`src/design/spq_pkg.sv`:
```
// Package for the sorted priority queue: sizes, codes and shared types.
`default_nettype none
package spq_pkg;

    // Number of cells in the row.
    localparam int CAPACITY = 16;
    // Width of the entry counter; it must hold CAPACITY itself.
    localparam int CNT_W = $clog2(CAPACITY + 1);

    // Widths fixed by the word format.
    localparam int TAG_W  = 16;
    localparam int PRIO_W = 16;
    localparam int OCC_W  = 5;

    // Operation codes of the func field.
    localparam logic FUNC_INSERT = 1'b0;
    localparam logic FUNC_REMOVE = 1'b1;

    // Status codes of a result word.
    typedef enum logic [1:0] {
        ST_OK    = 2'd0,
        ST_FULL  = 2'd1,
        ST_EMPTY = 2'd2
    } status_t;

    // Contents of one cell.
    typedef struct packed {
        logic                     valid;
        logic [TAG_W-1:0]         tag;
        logic signed [PRIO_W-1:0] prio;
    } entry_t;

    // Command broadcast to every cell of the row.
    typedef struct packed {
        logic                     insert;
        logic                     remove;
        logic [TAG_W-1:0]         tag;
        logic signed [PRIO_W-1:0] prio;
    } cell_ctl_t;

endpackage
`default_nettype wire

```
`src/design/spq_if.sv`:
```
// Valid/ready channel interfaces for command and result words.
`default_nettype none
interface spq_cmd_if;
    logic                              valid;
    logic                              ready;
    logic                              func;
    logic [spq_pkg::TAG_W-1:0]         tag;
    logic signed [spq_pkg::PRIO_W-1:0] prio;

    modport source (output valid, output func, output tag, output prio, input ready);
    modport sink   (input valid, input func, input tag, input prio, output ready);
endinterface

interface spq_rsp_if;
    logic                              valid;
    logic                              ready;
    logic [spq_pkg::TAG_W-1:0]         out_tag;
    logic signed [spq_pkg::PRIO_W-1:0] out_prio;
    logic [1:0]                        status;
    logic [spq_pkg::OCC_W-1:0]         occupancy;

    modport source (output valid, output out_tag, output out_prio, output status,
                    output occupancy, input ready);
    modport sink   (input valid, input out_tag, input out_prio, input status,
                    input occupancy, output ready);
endinterface
`default_nettype wire

```
`src/design/spq_cell.sv`:
```
// One cell of the sorted row: holds an entry and trades it with its neighbours.
`default_nettype none
module spq_cell (
    input  wire logic               clk,
    input  wire logic               rst_n,
    input  wire spq_pkg::cell_ctl_t ctl,
    input  wire spq_pkg::entry_t    left_entry,
    input  wire logic               left_later,
    input  wire spq_pkg::entry_t    right_entry,
    output spq_pkg::entry_t         entry,
    output logic                    later
);

    logic                             valid_reg;
    logic                             valid_next;
    logic [spq_pkg::TAG_W-1:0]        tag_reg;
    logic [spq_pkg::TAG_W-1:0]        tag_next;
    logic signed [spq_pkg::PRIO_W-1:0] prio_reg;
    logic signed [spq_pkg::PRIO_W-1:0] prio_next;

    // A new entry belongs behind this cell's entry unless it beats it strictly,
    // so equal priorities keep their arrival order.
    assign later = !valid_reg || ($signed(prio_reg) < $signed(ctl.prio));

    assign entry.valid = valid_reg;
    assign entry.tag   = tag_reg;
    assign entry.prio  = prio_reg;

    // Keep, take the new entry, take the left neighbour's, or take the right's.
    always_comb
    begin
        valid_next = valid_reg;
        tag_next   = tag_reg;
        prio_next  = prio_reg;
        if (ctl.insert && later)
        begin
            if (!left_later)
            begin
                valid_next = 1'b1;
                tag_next   = ctl.tag;
                prio_next  = ctl.prio;
            end
            else
            begin
                valid_next = left_entry.valid;
                tag_next   = left_entry.tag;
                prio_next  = left_entry.prio;
            end
        end
        else if (ctl.remove)
        begin
            valid_next = right_entry.valid;
            tag_next   = right_entry.tag;
            prio_next  = right_entry.prio;
        end
    end

    // The valid flag is control state; the payload needs no reset.
    always_ff @(posedge clk or negedge rst_n)
    begin
        if (!rst_n)
        begin
            valid_reg <= 1'b0;
        end
        else
        begin
            valid_reg <= valid_next;
        end
    end

    always_ff @(posedge clk)
    begin
        tag_reg  <= tag_next;
        prio_reg <= prio_next;
    end

endmodule
`default_nettype wire

```
`src/design/sorted_priority_queue_top.sv`:
```
// Top level of the sorted priority queue: command decode, cell row and result register.
//
//   Channel  Direction  Word fields                            Handshake
//   cmd      in         func, tag, prio                        valid / ready
//   rsp      out        out_tag, out_prio, status, occupancy   valid / ready
//
// For every command, all cells decide their next entry in parallel
// from a signed compare with the broadcast priority and their neighbours' flags.
// One command is accepted per cycle while the result register is empty or being
// drained in the same cycle; a stalled result stalls the command side.
// After reset the queue is empty and usable at once.
`default_nettype none
module sorted_priority_queue_top (
    input  wire logic  clk,
    input  wire logic  rst_n,
    spq_cmd_if.sink    cmd,
    spq_rsp_if.source  rsp
);

    localparam logic [spq_pkg::CNT_W-1:0] FULL_COUNT = spq_pkg::CNT_W'(spq_pkg::CAPACITY);

    logic                       accept;
    logic                       full;
    logic                       empty;
    logic [spq_pkg::CNT_W-1:0]  count_reg;
    logic [spq_pkg::CNT_W-1:0]  count_next;
    spq_pkg::cell_ctl_t         ctl;
    spq_pkg::entry_t            cells [spq_pkg::CAPACITY];
    logic                       later [spq_pkg::CAPACITY];

    logic                              rsp_valid_reg;
    logic                              rsp_valid_next;
    logic [spq_pkg::TAG_W-1:0]         rsp_tag_reg;
    logic [spq_pkg::TAG_W-1:0]         rsp_tag_next;
    logic signed [spq_pkg::PRIO_W-1:0] rsp_prio_reg;
    logic signed [spq_pkg::PRIO_W-1:0] rsp_prio_next;
    spq_pkg::status_t                  rsp_status_reg;
    spq_pkg::status_t                  rsp_status_next;
    logic [spq_pkg::OCC_W-1:0]         rsp_occ_reg;
    logic [spq_pkg::OCC_W-1:0]         rsp_occ_next;

    // Accept a word whenever the result register is free or drains now.
    assign cmd.ready = !rsp_valid_reg || rsp.ready;
    assign accept    = cmd.valid && cmd.ready;
    assign full      = (count_reg == FULL_COUNT);
    assign empty     = (count_reg == '0);

    // Command broadcast to the row.
    assign ctl.insert = accept && (cmd.func == spq_pkg::FUNC_INSERT) && !full;
    assign ctl.remove = accept && (cmd.func == spq_pkg::FUNC_REMOVE) && !empty;
    assign ctl.tag    = cmd.tag;
    assign ctl.prio   = cmd.prio;

    // Row of cells, the front of the queue in cell 0.
    for (genvar i = 0; i < spq_pkg::CAPACITY; i++)
    begin : g_cell
        spq_pkg::entry_t left_entry;
        spq_pkg::entry_t right_entry;
        logic            left_later;

        if (i == 0)
        begin : g_first
            assign left_entry = '0;
            assign left_later = 1'b0;
        end
        else
        begin : g_inner_left
            assign left_entry = cells[i-1];
            assign left_later = later[i-1];
        end

        if (i == spq_pkg::CAPACITY - 1)
        begin : g_last
            assign right_entry = '0;
        end
        else
        begin : g_inner_right
            assign right_entry = cells[i+1];
        end

        spq_cell u_cell (
            .clk         (clk),
            .rst_n       (rst_n),
            .ctl         (ctl),
            .left_entry  (left_entry),
            .left_later  (left_later),
            .right_entry (right_entry),
            .entry       (cells[i]),
            .later       (later[i])
        );
    end

    // Entry count and the result word of the accepted command.
    always_comb
    begin
        count_next      = count_reg;
        rsp_valid_next  = rsp_valid_reg && !rsp.ready;
        rsp_tag_next    = rsp_tag_reg;
        rsp_prio_next   = rsp_prio_reg;
        rsp_status_next = rsp_status_reg;
        rsp_occ_next    = rsp_occ_reg;
        if (ctl.insert)
        begin
            count_next = count_reg + 1'b1;
        end
        else if (ctl.remove)
        begin
            count_next = count_reg - 1'b1;
        end
        if (accept)
        begin
            rsp_valid_next = 1'b1;
            rsp_tag_next   = '0;
            rsp_prio_next  = '0;
            rsp_occ_next   = spq_pkg::OCC_W'(count_next);
            case (cmd.func)
                spq_pkg::FUNC_INSERT:
                begin
                    rsp_status_next = full ? spq_pkg::ST_FULL : spq_pkg::ST_OK;
                end
                spq_pkg::FUNC_REMOVE:
                begin
                    if (empty)
                    begin
                        rsp_status_next = spq_pkg::ST_EMPTY;
                    end
                    else
                    begin
                        rsp_status_next = spq_pkg::ST_OK;
                        rsp_tag_next    = cells[0].tag;
                        rsp_prio_next   = cells[0].prio;
                    end
                end
                default:
                begin
                    rsp_status_next = spq_pkg::ST_OK;
                end
            endcase
        end
    end

    always_ff @(posedge clk or negedge rst_n)
    begin
        if (!rst_n)
        begin
            count_reg     <= '0;
            rsp_valid_reg <= 1'b0;
        end
        else
        begin
            count_reg     <= count_next;
            rsp_valid_reg <= rsp_valid_next;
        end
    end

    always_ff @(posedge clk)
    begin
        rsp_tag_reg    <= rsp_tag_next;
        rsp_prio_reg   <= rsp_prio_next;
        rsp_status_reg <= rsp_status_next;
        rsp_occ_reg    <= rsp_occ_next;
    end

    assign rsp.valid     = rsp_valid_reg;
    assign rsp.out_tag   = rsp_tag_reg;
    assign rsp.out_prio  = rsp_prio_reg;
    assign rsp.status    = rsp_status_reg;
    assign rsp.occupancy = rsp_occ_reg;

endmodule
`default_nettype wire

```
`src/flat_wrapper.sv`:
```
// flat-port wrapper written by rule: the top's interface ports become plain ports
module sorted_priority_queue_top_flat 
  (clk, rst_n, cmd_valid, cmd_func, cmd_tag, cmd_prio, cmd_ready, rsp_valid, rsp_out_tag, rsp_out_prio, rsp_status, rsp_occupancy, rsp_ready);
  spq_cmd_if cmd_i ();
  spq_rsp_if rsp_i ();
  input  wire logic clk;
  input  wire logic rst_n;
  input wire logic [$bits(cmd_i.valid)-1:0] cmd_valid;
  input wire logic [$bits(cmd_i.func)-1:0] cmd_func;
  input wire logic [$bits(cmd_i.tag)-1:0] cmd_tag;
  input wire logic [$bits(cmd_i.prio)-1:0] cmd_prio;
  output wire logic [$bits(cmd_i.ready)-1:0] cmd_ready;
  output wire logic [$bits(rsp_i.valid)-1:0] rsp_valid;
  output wire logic [$bits(rsp_i.out_tag)-1:0] rsp_out_tag;
  output wire logic [$bits(rsp_i.out_prio)-1:0] rsp_out_prio;
  output wire logic [$bits(rsp_i.status)-1:0] rsp_status;
  output wire logic [$bits(rsp_i.occupancy)-1:0] rsp_occupancy;
  input wire logic [$bits(rsp_i.ready)-1:0] rsp_ready;
  assign cmd_i.valid = cmd_valid;
  assign cmd_i.func = cmd_func;
  assign cmd_i.tag = cmd_tag;
  assign cmd_i.prio = cmd_prio;
  assign cmd_ready = cmd_i.ready;
  assign rsp_valid = rsp_i.valid;
  assign rsp_out_tag = rsp_i.out_tag;
  assign rsp_out_prio = rsp_i.out_prio;
  assign rsp_status = rsp_i.status;
  assign rsp_occupancy = rsp_i.occupancy;
  assign rsp_i.ready = rsp_ready;
  sorted_priority_queue_top u_core (.clk(clk), .rst_n(rst_n), .cmd(cmd_i), .rsp(rsp_i));
endmodule
```
`config.mk`:
```
export PLATFORM = sky130hd
export DESIGN_NAME = sorted_priority_queue_top_flat
export DESIGN_NICKNAME = d
export VERILOG_FILES = /design/src/design/spq_pkg.sv /design/src/design/spq_if.sv /design/src/design/spq_cell.sv /design/src/design/sorted_priority_queue_top.sv /design/src/flat_wrapper.sv
export SDC_FILE = /design/constraint.sdc
export NUM_CORES = 1
export LEC_CHECK = 0
export BUFFER_PORTS_ARGS = -buffer_cell sky130_fd_sc_hd__buf_4
export CAP_MARGIN = 0
export CORE_AREA = 5 5 253 255
export DETAILED_ROUTE_END_ITERATION = 10
export DIE_AREA = 0 0 258 260
export GPL_ROUTABILITY_DRIVEN = 0
export GPL_TIMING_DRIVEN = 1
export MAX_ROUTING_LAYER = met4
export PLACE_DENSITY = 0.71
export SLEW_MARGIN = 20
export SYNTH_ARGS = -nofsm -noshare
export SYNTH_HDL_FRONTEND = slang
export SYNTH_SLANG_ARGS = --single-unit
```
`constraint.sdc`:
```
create_clock -name clk -period 6.2 [get_ports clk]
set_input_delay 0.62 -clock clk [delete_from_list [all_inputs] [get_ports clk]]
set_output_delay 0.62 -clock clk [all_outputs]
set_load 0.02 [all_outputs]
```
==> results.sh, run 1 <==
export IMPL_worstPathCellList="inv_1 > ha_1 > inv_1 > or4b_1 > or3b_1 > or2_2 > o22a_2 > nand2_1 > buf_4"
export IMPL_p_leak_nw=15.98
export IMPL_layout_cells_non_filler=3864
export IMPL_synth_top_area_cell="edfxtp_1"
export IMPL_wl_mm=85.68
export IMPL_fp_coreArea_mm2=0.06137
export IMPL_async_reset_ff_frac=0.03839
export IMPL_crit_top_cell="inv_1"
export IMPL_grt_pass1_wl_mm=136.1
export IMPL_slowest_stage="o22a_2"
export IMPL_yosysWarnings=0
export IMPL_status="complete, no violations"
export IMPL_wire_per_inst_um=22.17
export IMPL_ys_types=64
export IMPL_chipHeight_um=260
export IMPL_syn_cell_area_mm2=0.03353
export IMPL_worst_hold_path_type="input port to flop"
export IMPL_synth_ff_type="edfxtp_1"
export IMPL_grt_max_degree=68
export IMPL_ios=78
export IMPL_cts_resized_gates=0
export IMPL_n_fill_cell=4874
export IMPL_slew_violations=0
export IMPL_cts_made_buffers=66
export IMPL_reg2reg_slack_ns=1.56
export IMPL_floorplan_initialDensity=0.5464
export IMPL_utilization=0.6013
export IMPL_cp_required_ns=6.54
export IMPL_tns_ns=0
export IMPL_cts_root_buf="clkbuf_16"
export IMPL_r2r_cells=9
export IMPL_cp_startpoint="u_core.count_reg[0]$_DFF_PN0_"
export IMPL_drtIter0Drc=1879
export IMPL_fin_worst_skew_ns=0.02166
export IMPL_io_buffers=77
export IMPL_syn_avg_cell_area_um2=11.03
export IMPL_grt_usage=0.2560
export IMPL_antenna_found_initial=1
export IMPL_drive_above_1_share=0.08461
export IMPL_cp_arrival_ns=4.98
export IMPL_synth_edff_count=551
export IMPL_post_dp_hpwl_mm=61.14
export IMPL_ys_ff_latch=573
export IMPL_dieWidth_um=258
export IMPL_area_growth_syn_to_layout_pct=10.05
export IMPL_cts_sinks=573
export IMPL_insertion_delay_ns=0.62
export IMPL_num_rows=91
export IMPL_slew_limit_headroom=0.2441
export IMPL_hold_viol=0
export IMPL_max_clock_freq_ghz=0.2154
export IMPL_start_kind="flop"
export IMPL_setup_viol=0
export IMPL_nets=3300
export IMPL_dr_pass1_iters=7
export IMPL_cp_num_buf_inv=3
export IMPL_synth_top_area_frac=0.4934
export IMPL_die_area_mm2=0.06708
export IMPL_cp_max_fo=66
export IMPL_critical_path_top_delay_family="simple AND/OR/NAND/NOR gates"
export IMPL_vdd_drop_max_mv=0.2470
export IMPL_dpl_cell_count=3741
export IMPL_ys_seq_area_frac=0.5099
export IMPL_rsz0062_at_grt="false"
export IMPL_post_cts_buffers=0
export IMPL_cpPeakStageDelay_ns=0.85
export IMPL_setup_worst_path_end="u_core.g_cell[11].u_cell.prio_reg[3]$_DFFE_PP_"
export IMPL_drv_cap=0
export IMPL_cts_buffer_depth=3
export IMPL_cts_htree_levels=3
export IMPL_timing_rr_end="u_core.g_cell[11].u_cell.prio_reg[3]$_DFFE_PP_"
export IMPL_clkTransAtPathRegs_ns=0.06
export IMPL_via_per_inst=6.304
export IMPL_fin_crit_sh=0.7488
export IMPL_ant_nets=0
export IMPL_worst_pin_slew_ns=1.131
export IMPL_total_power_mw=14.08
export IMPL_yosys_top_cells_area="edfxtp_1 (49%), mux2i_1 (14%), ha_1 (9.0%)"
export IMPL_syn_inst=3040
export IMPL_r2r_start="u_core.count_reg[0]$_DFF_PN0_"
export IMPL_worstSetupPathType="flop to flop"
export IMPL_vias=24360
export IMPL_cts_tree="built"
export IMPL_power_per_cell_area_mw_per_mm2=381.6
export IMPL_endpoint_kind="flop"
export IMPL_syn_num_nets=3319
export IMPL_period_needed_ns=4.643
export IMPL_overflow=0
export IMPL_drcViolationCount=0
export IMPL_worst_path_stages=9
export IMPL_grt_pass1_vias=25700
stage by stage:
step,area (um2),setup slack [ns],hold WS [ns]
after floorplan,33530,0.2261,0.3244
after global placement,34690,1.278,0.4934
after detailed placement,34760,1.183,0.5089
after CTS,36870,1.556,0.1857
after global routing,36900,1.306,0.2042
final,36900,1.557,0.2115
cell type report:
| class | instances | area [um2] | share of cell area |
|---|---|---|---|
| antenna | 1 | 2.502 | 0.00006781 |
| clock buffer | 86 | 1790 | 0.04852 |
| clock inverter | 34 | 300.3 | 0.008137 |
| inverter | 41 | 153.9 | 0.004170 |
| multi-input combinational | 2216 | 15580 | 0.4222 |
| sequential | 573 | 17100 | 0.4633 |
| tap | 790 | 988.4 | 0.02679 |
| timing repair buffer | 123 | 991.0 | 0.02685 |
routing by layer:
metal,share of wire,vias up,global-route usage,routed length (um)
li1,-,11250,-,-
met1,0.42,12160,0.3229,36310
met2,0.50,768,0.4315,42600
met3,0.052,179,0.03621,4461
met4,0.027,0,0.08262,2307
met5,0,-,-,0
worst register-to-register path, stage by stage, from the launching register on:
cell     delay, ns
dfrtp_1       0.44
inv_1         0.08
ha_1          0.20
inv_1         0.07
or4b_1        0.55
or3b_1        0.72
or2_2         0.25
o22a_2        0.85
nand2_1       0.76
buf_4         0.45
placed cells by master (no fill, tap or decap), types with 7 or more instances in the layout:
cell,Yosys,routed
o21a_1,9,9
clkbuf_1,121,17
inv_1,41,41
ha_1,242,242
nand2_1,411,410
a22o_1,7,7
nor2_1,187,186
o211ai_1,9,9
o21ai_4,0,13
clkbuf_16,0,69
or2_2,10,10
a21oi_1,214,214
a32oi_1,7,7
nand4_1,27,27
o21ai_0,377,373
a211oi_1,9,9
edfxtp_1,551,551
nand3_1,15,14
dfrtp_1,22,22
buf_4,14,118
clkinv_2,0,13
clkinv_1,0,12
mux2i_1,480,480
nor4_1,9,9
nand2b_1,16,16
and2_1,32,32
a2111oi_0,9,9
mux2_1,30,30
a21o_1,25,25
Yosys cell counts (25+ instances only):
master / n
a21oi_1: 214
ha_1: 242
o21ai_0: 377
buf_2: 70
inv_1: 41
nor2_1: 187
and2_1: 32
nand2_1: 411
edfxtp_1: 551
a21o_1: 25
mux2_1: 30
clkbuf_1: 121
mux2i_1: 480
nand4_1: 27
repair_timing:
action / 4_1_cts / 5_1_grt
hold endpoints to repair: 22 / 0
hold buffers: 1 / 0
endpoints found under the setup margin: 0 / 0
worst min path at each step:
stage                                                               from                                             end  slack [ns]  cells past startpoint
final                                                          cmd_valid                      u_core.rsp.valid$_DFF_PN0_        0.21                      2
after global routing                                           cmd_valid                      u_core.rsp.valid$_DFF_PN0_        0.20                      2
after CTS                                                      cmd_valid                      u_core.rsp.valid$_DFF_PN0_        0.19                      2
after detailed placement  u_core.g_cell[13].u_cell.valid_reg$_DFFE_PN0P_  u_core.g_cell[12].u_cell.valid_reg$_DFFE_PN0P_        0.51                      2
after global placement    u_core.g_cell[13].u_cell.valid_reg$_DFFE_PN0P_  u_core.g_cell[12].u_cell.valid_reg$_DFFE_PN0P_        0.49                      2
after floorplan                                                    rst_n                   u_core.count_reg[0]$_DFF_PN0_        0.32                      0
power by group:
group	switching (mW)	internal, mW
Clock	1.62	2.22
Combinational	2.56	1.67
Sequential	0.609	5.40
Total	4.79	9.29
cell families after synthesis:
logic type | synth area share
and+or+nand+nor | 0.09351
AOI/OAI and AO/OA | 0.1183
DFF | 0.5099
muxes | 0.1547
buffers and inverters | 0.03228
adders and majority gates | 0.09030
xor gates and xnor gates | 0.001045
(Power assumes the default switching activity.)
==> run 2, diff against run 1 <==
- PLACE_DENSITY: 0.71 -> 0.74
- clock period: 6.2 -> 3.89 ns (I/O delays scaled with it)
==> run 2 against run 1 <==
  * Critical path depth up 1
  * Register-to-register slack worse by 1.0 ns
  * Non-clock buffer count up 74
  * Sequential cell count unchanged
  * Critical endpoint is now u_core.g_cell[5].u_cell.tag_reg[13]$_DFFE_PP_
==> results.sh, run 2 (same netlist as run 1, synthesis figures left out) <==
export IMPL_num_rows=91
export IMPL_p_leak_nw=16.48
export IMPL_fin_crit_sh=0.8593
export IMPL_nets=3369
export IMPL_tns_ns=0
export IMPL_ios=78
export IMPL_cp_max_fo=35
export IMPL_period_needed_ns=3.343
export IMPL_design_area_mm2=0.03785
export IMPL_layout_commonest_cell="edfxtp_1"
export IMPL_vias=24340
export IMPL_chipHeight_um=260
export IMPL_postPlaceCellArea_mm2=0.03562
export IMPL_vdd_drop_max_mv=0.4137
export IMPL_floorplan_initialDensity=0.5464
export IMPL_wl_mm=84.18
export IMPL_utilization=0.6168
export IMPL_cts_htree_levels=2
export IMPL_power_per_cell_area_mw_per_mm2=605.2
export IMPL_area_growth_syn_to_layout_pct=12.88
export IMPL_drcViolationCount=0
export IMPL_drv_cap=0
export IMPL_antenna_found_initial=1
export IMPL_cts_root_buf="clkbuf_16"
export IMPL_total_power_mw=22.91
export IMPL_grt_usage=0.2505
export IMPL_grt_pass1_wl_mm=134.4
export IMPL_slew_limit_headroom=0.4087
export IMPL_grt_pass1_vias=25690
export IMPL_overflow=0
export IMPL_slew_violations=0
export IMPL_grt_max_degree=67
export IMPL_drive_above_1_share=0.1098
export IMPL_endpoint_kind="flop"
export IMPL_start_kind="flop"
export IMPL_hold_viol=0
export IMPL_wire_per_inst_um=21.41
export IMPL_drtIter0Drc=1709
export IMPL_setup_viol=0
export IMPL_post_cts_buffers=0
export IMPL_cts_sinks=573
export IMPL_status="complete, no violations"
export IMPL_final_cell_mix="edfxtp_1 (551), mux2i_1 (480), nand2_1 (400), o21ai_0 (373), ha_1 (242)"
export IMPL_via_per_inst=6.190
export IMPL_dr_pass1_iters=5
export IMPL_cts_made_buffers=61
export IMPL_worstSetupPathType="flop to flop"
export IMPL_cts_tree="built"
export IMPL_cp_required_ns=4.25
export IMPL_worst_pin_slew_ns=0.8869
export IMPL_post_dp_hpwl_mm=61.48
export IMPL_fp_coreArea_mm2=0.06137
export IMPL_cts_buffer_depth=3
export IMPL_worst_hold_path_type="input port to flop"
export IMPL_clkTransAtPathRegs_ns=0.06
export IMPL_max_clock_freq_ghz=0.2992
export IMPL_io_buffers=77
export IMPL_n_fill_cell=4654
export IMPL_insertion_delay_ns=0.65
export IMPL_cp_arrival_ns=3.70
export IMPL_dieWidth_um=258
export IMPL_timing_hold_ws_ns=0.07913
export IMPL_rsz0062_at_grt="false"
export IMPL_fin_worst_skew_ns=0.03200
export IMPL_ant_nets=0
export IMPL_die_area_mm2=0.06708
## run 2: cell count changes in the layout (fill, tap and decap cells not counted), sizes merged
cell	change
buf	+73
bufinv	+11
clkbuf	-18
clkinv	+1
clkinvlp	+1
dlygate4sd3	+1
inv	-1
## run 2: report_power, final
| group | switching, mW | internal, mW |
|---|---|---|
| Combinational | 4.06 | 2.90 |
| Sequential | 0.947 | 8.59 |
| Clock | 2.54 | 3.86 |
## run 2: through the flow
| stage | instances | setup slack (ns) |
|---|---|---|
| after detailed placement | 3814 | 0.1866 |
| after global placement | 3814 | 0.3524 |
| after CTS | 3930 | 0.5005 |
| after floorplan | 3040 | -0.2093 |
| after global routing | 3932 | 0.3747 |
| final | 3932 | 0.5472 |
## run 2: layout make-up
type / count / area, um2 / area share
multi-input cells: 2216 / 15600 / 0.4121
well taps: 790 / 988.4 / 0.02611
clock inverters: 46 / 630.6 / 0.01666
diodes: 1 / 2.502 / 0.00006611
flip-flops and latches: 573 / 17100 / 0.4517
clock buffers: 68 / 1553 / 0.04102
inverters: 41 / 153.9 / 0.004066
repair buffers: 197 / 1829 / 0.04833
## run 2: worst paths after layout
check / endpoint / slack (ns) / cells after the start / start
hold reg to reg: u_core.g_cell[10].u_cell.valid_reg$_DFFE_PN0P_ / 0.53 / 2 / u_core.g_cell[11].u_cell.valid_reg$_DFFE_PN0P_
max in group asynchronous: u_core.g_cell[1].u_cell.valid_reg$_DFFE_PN0P_ / 3.34 / 2 / rst_n
hold / removal: u_core.rsp.valid$_DFF_PN0_ / 0.08 / 3 / rsp_ready
setup / recovery: u_core.g_cell[5].u_cell.tag_reg[13]$_DFFE_PP_ / 0.55 / 10 / u_core.count_reg[0]$_DFF_PN0_
setup reg to reg: u_core.g_cell[5].u_cell.tag_reg[13]$_DFFE_PP_ / 0.55 / 10 / u_core.count_reg[0]$_DFF_PN0_
min in group asynchronous: u_core.g_cell[15].u_cell.valid_reg$_DFFE_PN0P_ / 0.20 / 2 / rst_n
## run 2: routing by layer
layer / GRT usage / share of wire
met1: 0.3146 / 0.43
met2: 0.4285 / 0.50
met3: 0.03117 / 0.046
met4: 0.07802 / 0.027
met5: - / 0
## run 2: worst max-delay path: stages (launching register included)
cell and delay [ns]:
dfrtp_1 0.45, inv_1 0.09, ha_1 0.22, inv_1 0.08, or4b_1 0.54, or3b_1 0.55, buf_4 0.34, or2_2 0.15
o22a_2 0.17, buf_4 0.30, o21ai_0 0.17
## run 2: what timing repair did
item	in CTS	in global routing
resized for setup	0	0
hold buffers	2	0
endpoints found under the hold margin	23	0
==> run 3, diff against run 2 <==
- ABC_AREA: not set -> 1
- CORE_AREA: 5 5 253 255 -> 5 5 268 270
- DIE_AREA: 0 0 258 260 -> 0 0 273 275
==> run 3 against run 2 <==
  * Via count increased by 45%
  * Design area rose by 8.7%
  * Register-to-register slack better by 0.42 ns
  * Synthesized area up 12%
  * Total power increased by 8.0%
  * Sequential share of layout area down 3.6 points
  * Setup slack gained 0.073 ns
  * First-iteration DRC count rose to 2.5 times the previous value
  * Synthesized cell count is 61% higher
  * Cell count grew 48%
  * Highest routed layer unchanged
==> results.sh, run 3 <==
export IMPL_seqPwrFrac=0.373
export IMPL_design_area_mm2=0.04113
export IMPL_cts_root_buf="clkbuf_16"
export IMPL_clkTransAtPathRegs_ns=0.06
export IMPL_ios=78
export IMPL_vias=35240
export IMPL_dieWidth_um=273
export IMPL_max_clock_freq_ghz=0.3058
export IMPL_fin_crit_sh=0.8407
export IMPL_floorplan_initialDensity=0.5435
export IMPL_drtIter0Drc=4329
export IMPL_insertion_delay_ns=0.64
export IMPL_slew_limit_headroom=0.3492
export IMPL_power_per_cell_area_mw_per_mm2=601.5
export IMPL_post_dp_hpwl_mm=83.81
export IMPL_utilization=0.5934
export IMPL_start_kind="input port"
export IMPL_ant_nets=0
export IMPL_cp_arrival_ns=3.76
export IMPL_synth_edff_count=551
export IMPL_async_reset_ff_frac=0.03839
export IMPL_syn_cell_area_mm2=0.03766
export IMPL_synth_ff_type="edfxtp_1"
export IMPL_ys_ff_latch=573
export IMPL_synth_simple_area_share=0.3763
export IMPL_period_needed_ns=3.270
export IMPL_cp_max_fo=32
export IMPL_worst_hold_path_type="input port to flop"
export IMPL_reg2reg_slack_ns=0.97
export IMPL_wire_per_inst_um=20.96
export IMPL_cp_required_ns=4.38
export IMPL_synth_top_area_frac=0.4393
export IMPL_cts_sinks=573
export IMPL_hold_viol=0
export IMPL_synthAdderAreaFrac=0.08039
export IMPL_chipHeight_um=275
export IMPL_drive_above_1_share=0.07327
export IMPL_synth_top_family_by_area="simple AND/OR/NAND/NOR gates"
export IMPL_antenna_found_initial=0
export IMPL_setup_viol=0
export IMPL_cts_buffer_depth=3
export IMPL_worst_pin_slew_ns=0.9751
export IMPL_comb_power_share=0.370
export IMPL_syn_num_nets=5183
export IMPL_area_growth_syn_to_layout_pct=9.188
export IMPL_layout_commonest_cell="nand2_1"
export IMPL_p_clk_frac=0.257
export IMPL_grt_usage=0.3258
export IMPL_internal_power_mw=14.72
export IMPL_wl_mm=122.1
export IMPL_cts_resized_gates=0
export IMPL_yosysMostFrequentCell="nand2_1"
export IMPL_die_area_mm2=0.07508
export IMPL_power_switching_mw=10.02
export IMPL_drcViolationCount=0
export IMPL_dr_pass1_iters=9
export IMPL_synth_compound_area_frac=0.02807
export IMPL_final_cell_mix="nand2_1 (2,611), edfxtp_1 (551), nand4_1 (484), ha_1 (242), buf_4 (201)"
export IMPL_yosysWarnings=0
export IMPL_worstSetupPathType="input port to flop"
export IMPL_grt_pass1_vias=33040
export IMPL_antenna_cells=0
export IMPL_vdd_drop_max_mv=0.4324
export IMPL_status="complete, no violations"
export IMPL_io_buffers=77
export IMPL_worst_slack_ns=0.6198
export IMPL_grt_pass1_wl_mm=189.1
export IMPL_num_rows=97
export IMPL_nets=5113
export IMPL_post_cts_buffers=0
export IMPL_tns_ns=0
export IMPL_yosys_top_cells_area="edfxtp_1 (44%), nand2_1 (26%), ha_1 (8.0%)"
export IMPL_rsz0062_at_grt="false"
export IMPL_overflow=0
export IMPL_cts_htree_levels=3
export IMPL_fp_coreArea_mm2=0.06930
export IMPL_post_place_ws_ns=0.2332
export IMPL_syn_inst=4904
export IMPL_synthMuxAreaShare=0
export IMPL_synthXorXnorAreaFrac=0.0006976
export IMPL_synth_common_cells="nand2_1 (2,611), edfxtp_1 (551), nand4_1 (484), ha_1 (242), inv_1 (175)"
export IMPL_ys_seq_area_frac=0.4539
export IMPL_cts_tree="built"
export IMPL_postPlaceCellArea_mm2=0.03895
export IMPL_fin_worst_skew_ns=0.02805
export IMPL_slew_violations=0
export IMPL_p_leak_nw=20.03
export IMPL_synth_top_area_cell="edfxtp_1"
export IMPL_cts_made_buffers=69
export IMPL_drv_cap=0
export IMPL_syn_avg_cell_area_um2=7.680
export IMPL_grt_max_degree=53
export IMPL_ys_types=32
export IMPL_p_sw_frac=0.4050
export IMPL_endpoint_kind="flop"
export IMPL_via_per_inst=6.049
## run 3: logic make-up after synthesis
logic type               Yosys count
AO/OA/AOI/OAI                    203
XOR/XNOR                           3
adder cells (fa/ha/maj)          242
buffers and inverters            542
flip-flops                       573
AND/OR/NAND/NOR                 3341
## run 3: area by class of cell
class	count	area (um2)
clock buffer	88	1808
clock inverter	35	349.1
fill	6323	28170
inverter	190	713.2
multi-input combinational	3789	18290
sequential	573	17100
tap	940	1176
timing repair buffer	211	1689
## run 3: power groups by stage
stage                     registers (mW)  logic, mW  clock network, mW
final                               9.23       9.16               6.35
after floorplan                     8.98       6.53                  0
after global placement              9.28       8.70                  0
after detailed placement            9.28       8.91                  0
after CTS                           9.17       8.94               6.39
after global routing                9.27       10.2               6.64
## run 3: worst paths after layout
kind,startpoint,end,cells past startpoint
min in group asynchronous,rst_n,u_core.count_reg[1]$_DFF_PN0_,2
worst max-delay path,cmd_prio[8],u_core.g_cell[2].u_cell.prio_reg[0]$_DFFE_PP_,13
max in group asynchronous,rst_n,u_core.g_cell[7].u_cell.valid_reg$_DFFE_PN0P_,2
worst min-delay path,rsp_ready,u_core.rsp.valid$_DFF_PN0_,4
worst min register to register,u_core.rsp.valid$_DFF_PN0_,u_core.rsp.valid$_DFF_PN0_,2
worst max register to register,u_core.g_cell[13].u_cell.prio_reg[7]$_DFFE_PP_,u_core.g_cell[13].u_cell.tag_reg[2]$_DFFE_PP_,13
## run 3: critical path, stage by stage
cell and delay, ns:
buf_4 0.32, inv_1 0.55, buf_4 0.39, ha_1 0.21, a21oi_1 0.12, o21ai_0 0.08, a21oi_1 0.23, nand3_1 0.16
nand3_2 0.12, nand2_2 0.25, inv_2 0.65, nand3_1 0.16, nand2_1 0.12
## run 3: layer usage
metal / GRT usage / wire length [um] / vias to the layer above
li1: - / - / 16300
met1: 0.4215 / 47190 / 16190
met2: 0.4977 / 53860 / 2312
met3: 0.06838 / 14390 / 447
met4: 0.1468 / 6658 / 0
met5: - / 0 / -
## run 3: metrics by stage
step                      instances  power, mW  hold WS, ns
after floorplan                4904      15.50      0.09341
after global placement         5701      17.98       0.3901
after detailed placement       5701      18.19       0.3943
after CTS                      5826      24.51      0.03194
after global routing           5826      26.07      0.07180
final                          5826      24.74      0.04589
## run 3: timing repair
| action | CTS | global route |
|---|---|---|
| hold buffers | 2 | 0 |
| setup endpoints to repair | 0 | 0 |
| hold endpoints to repair | 23 | 0 |
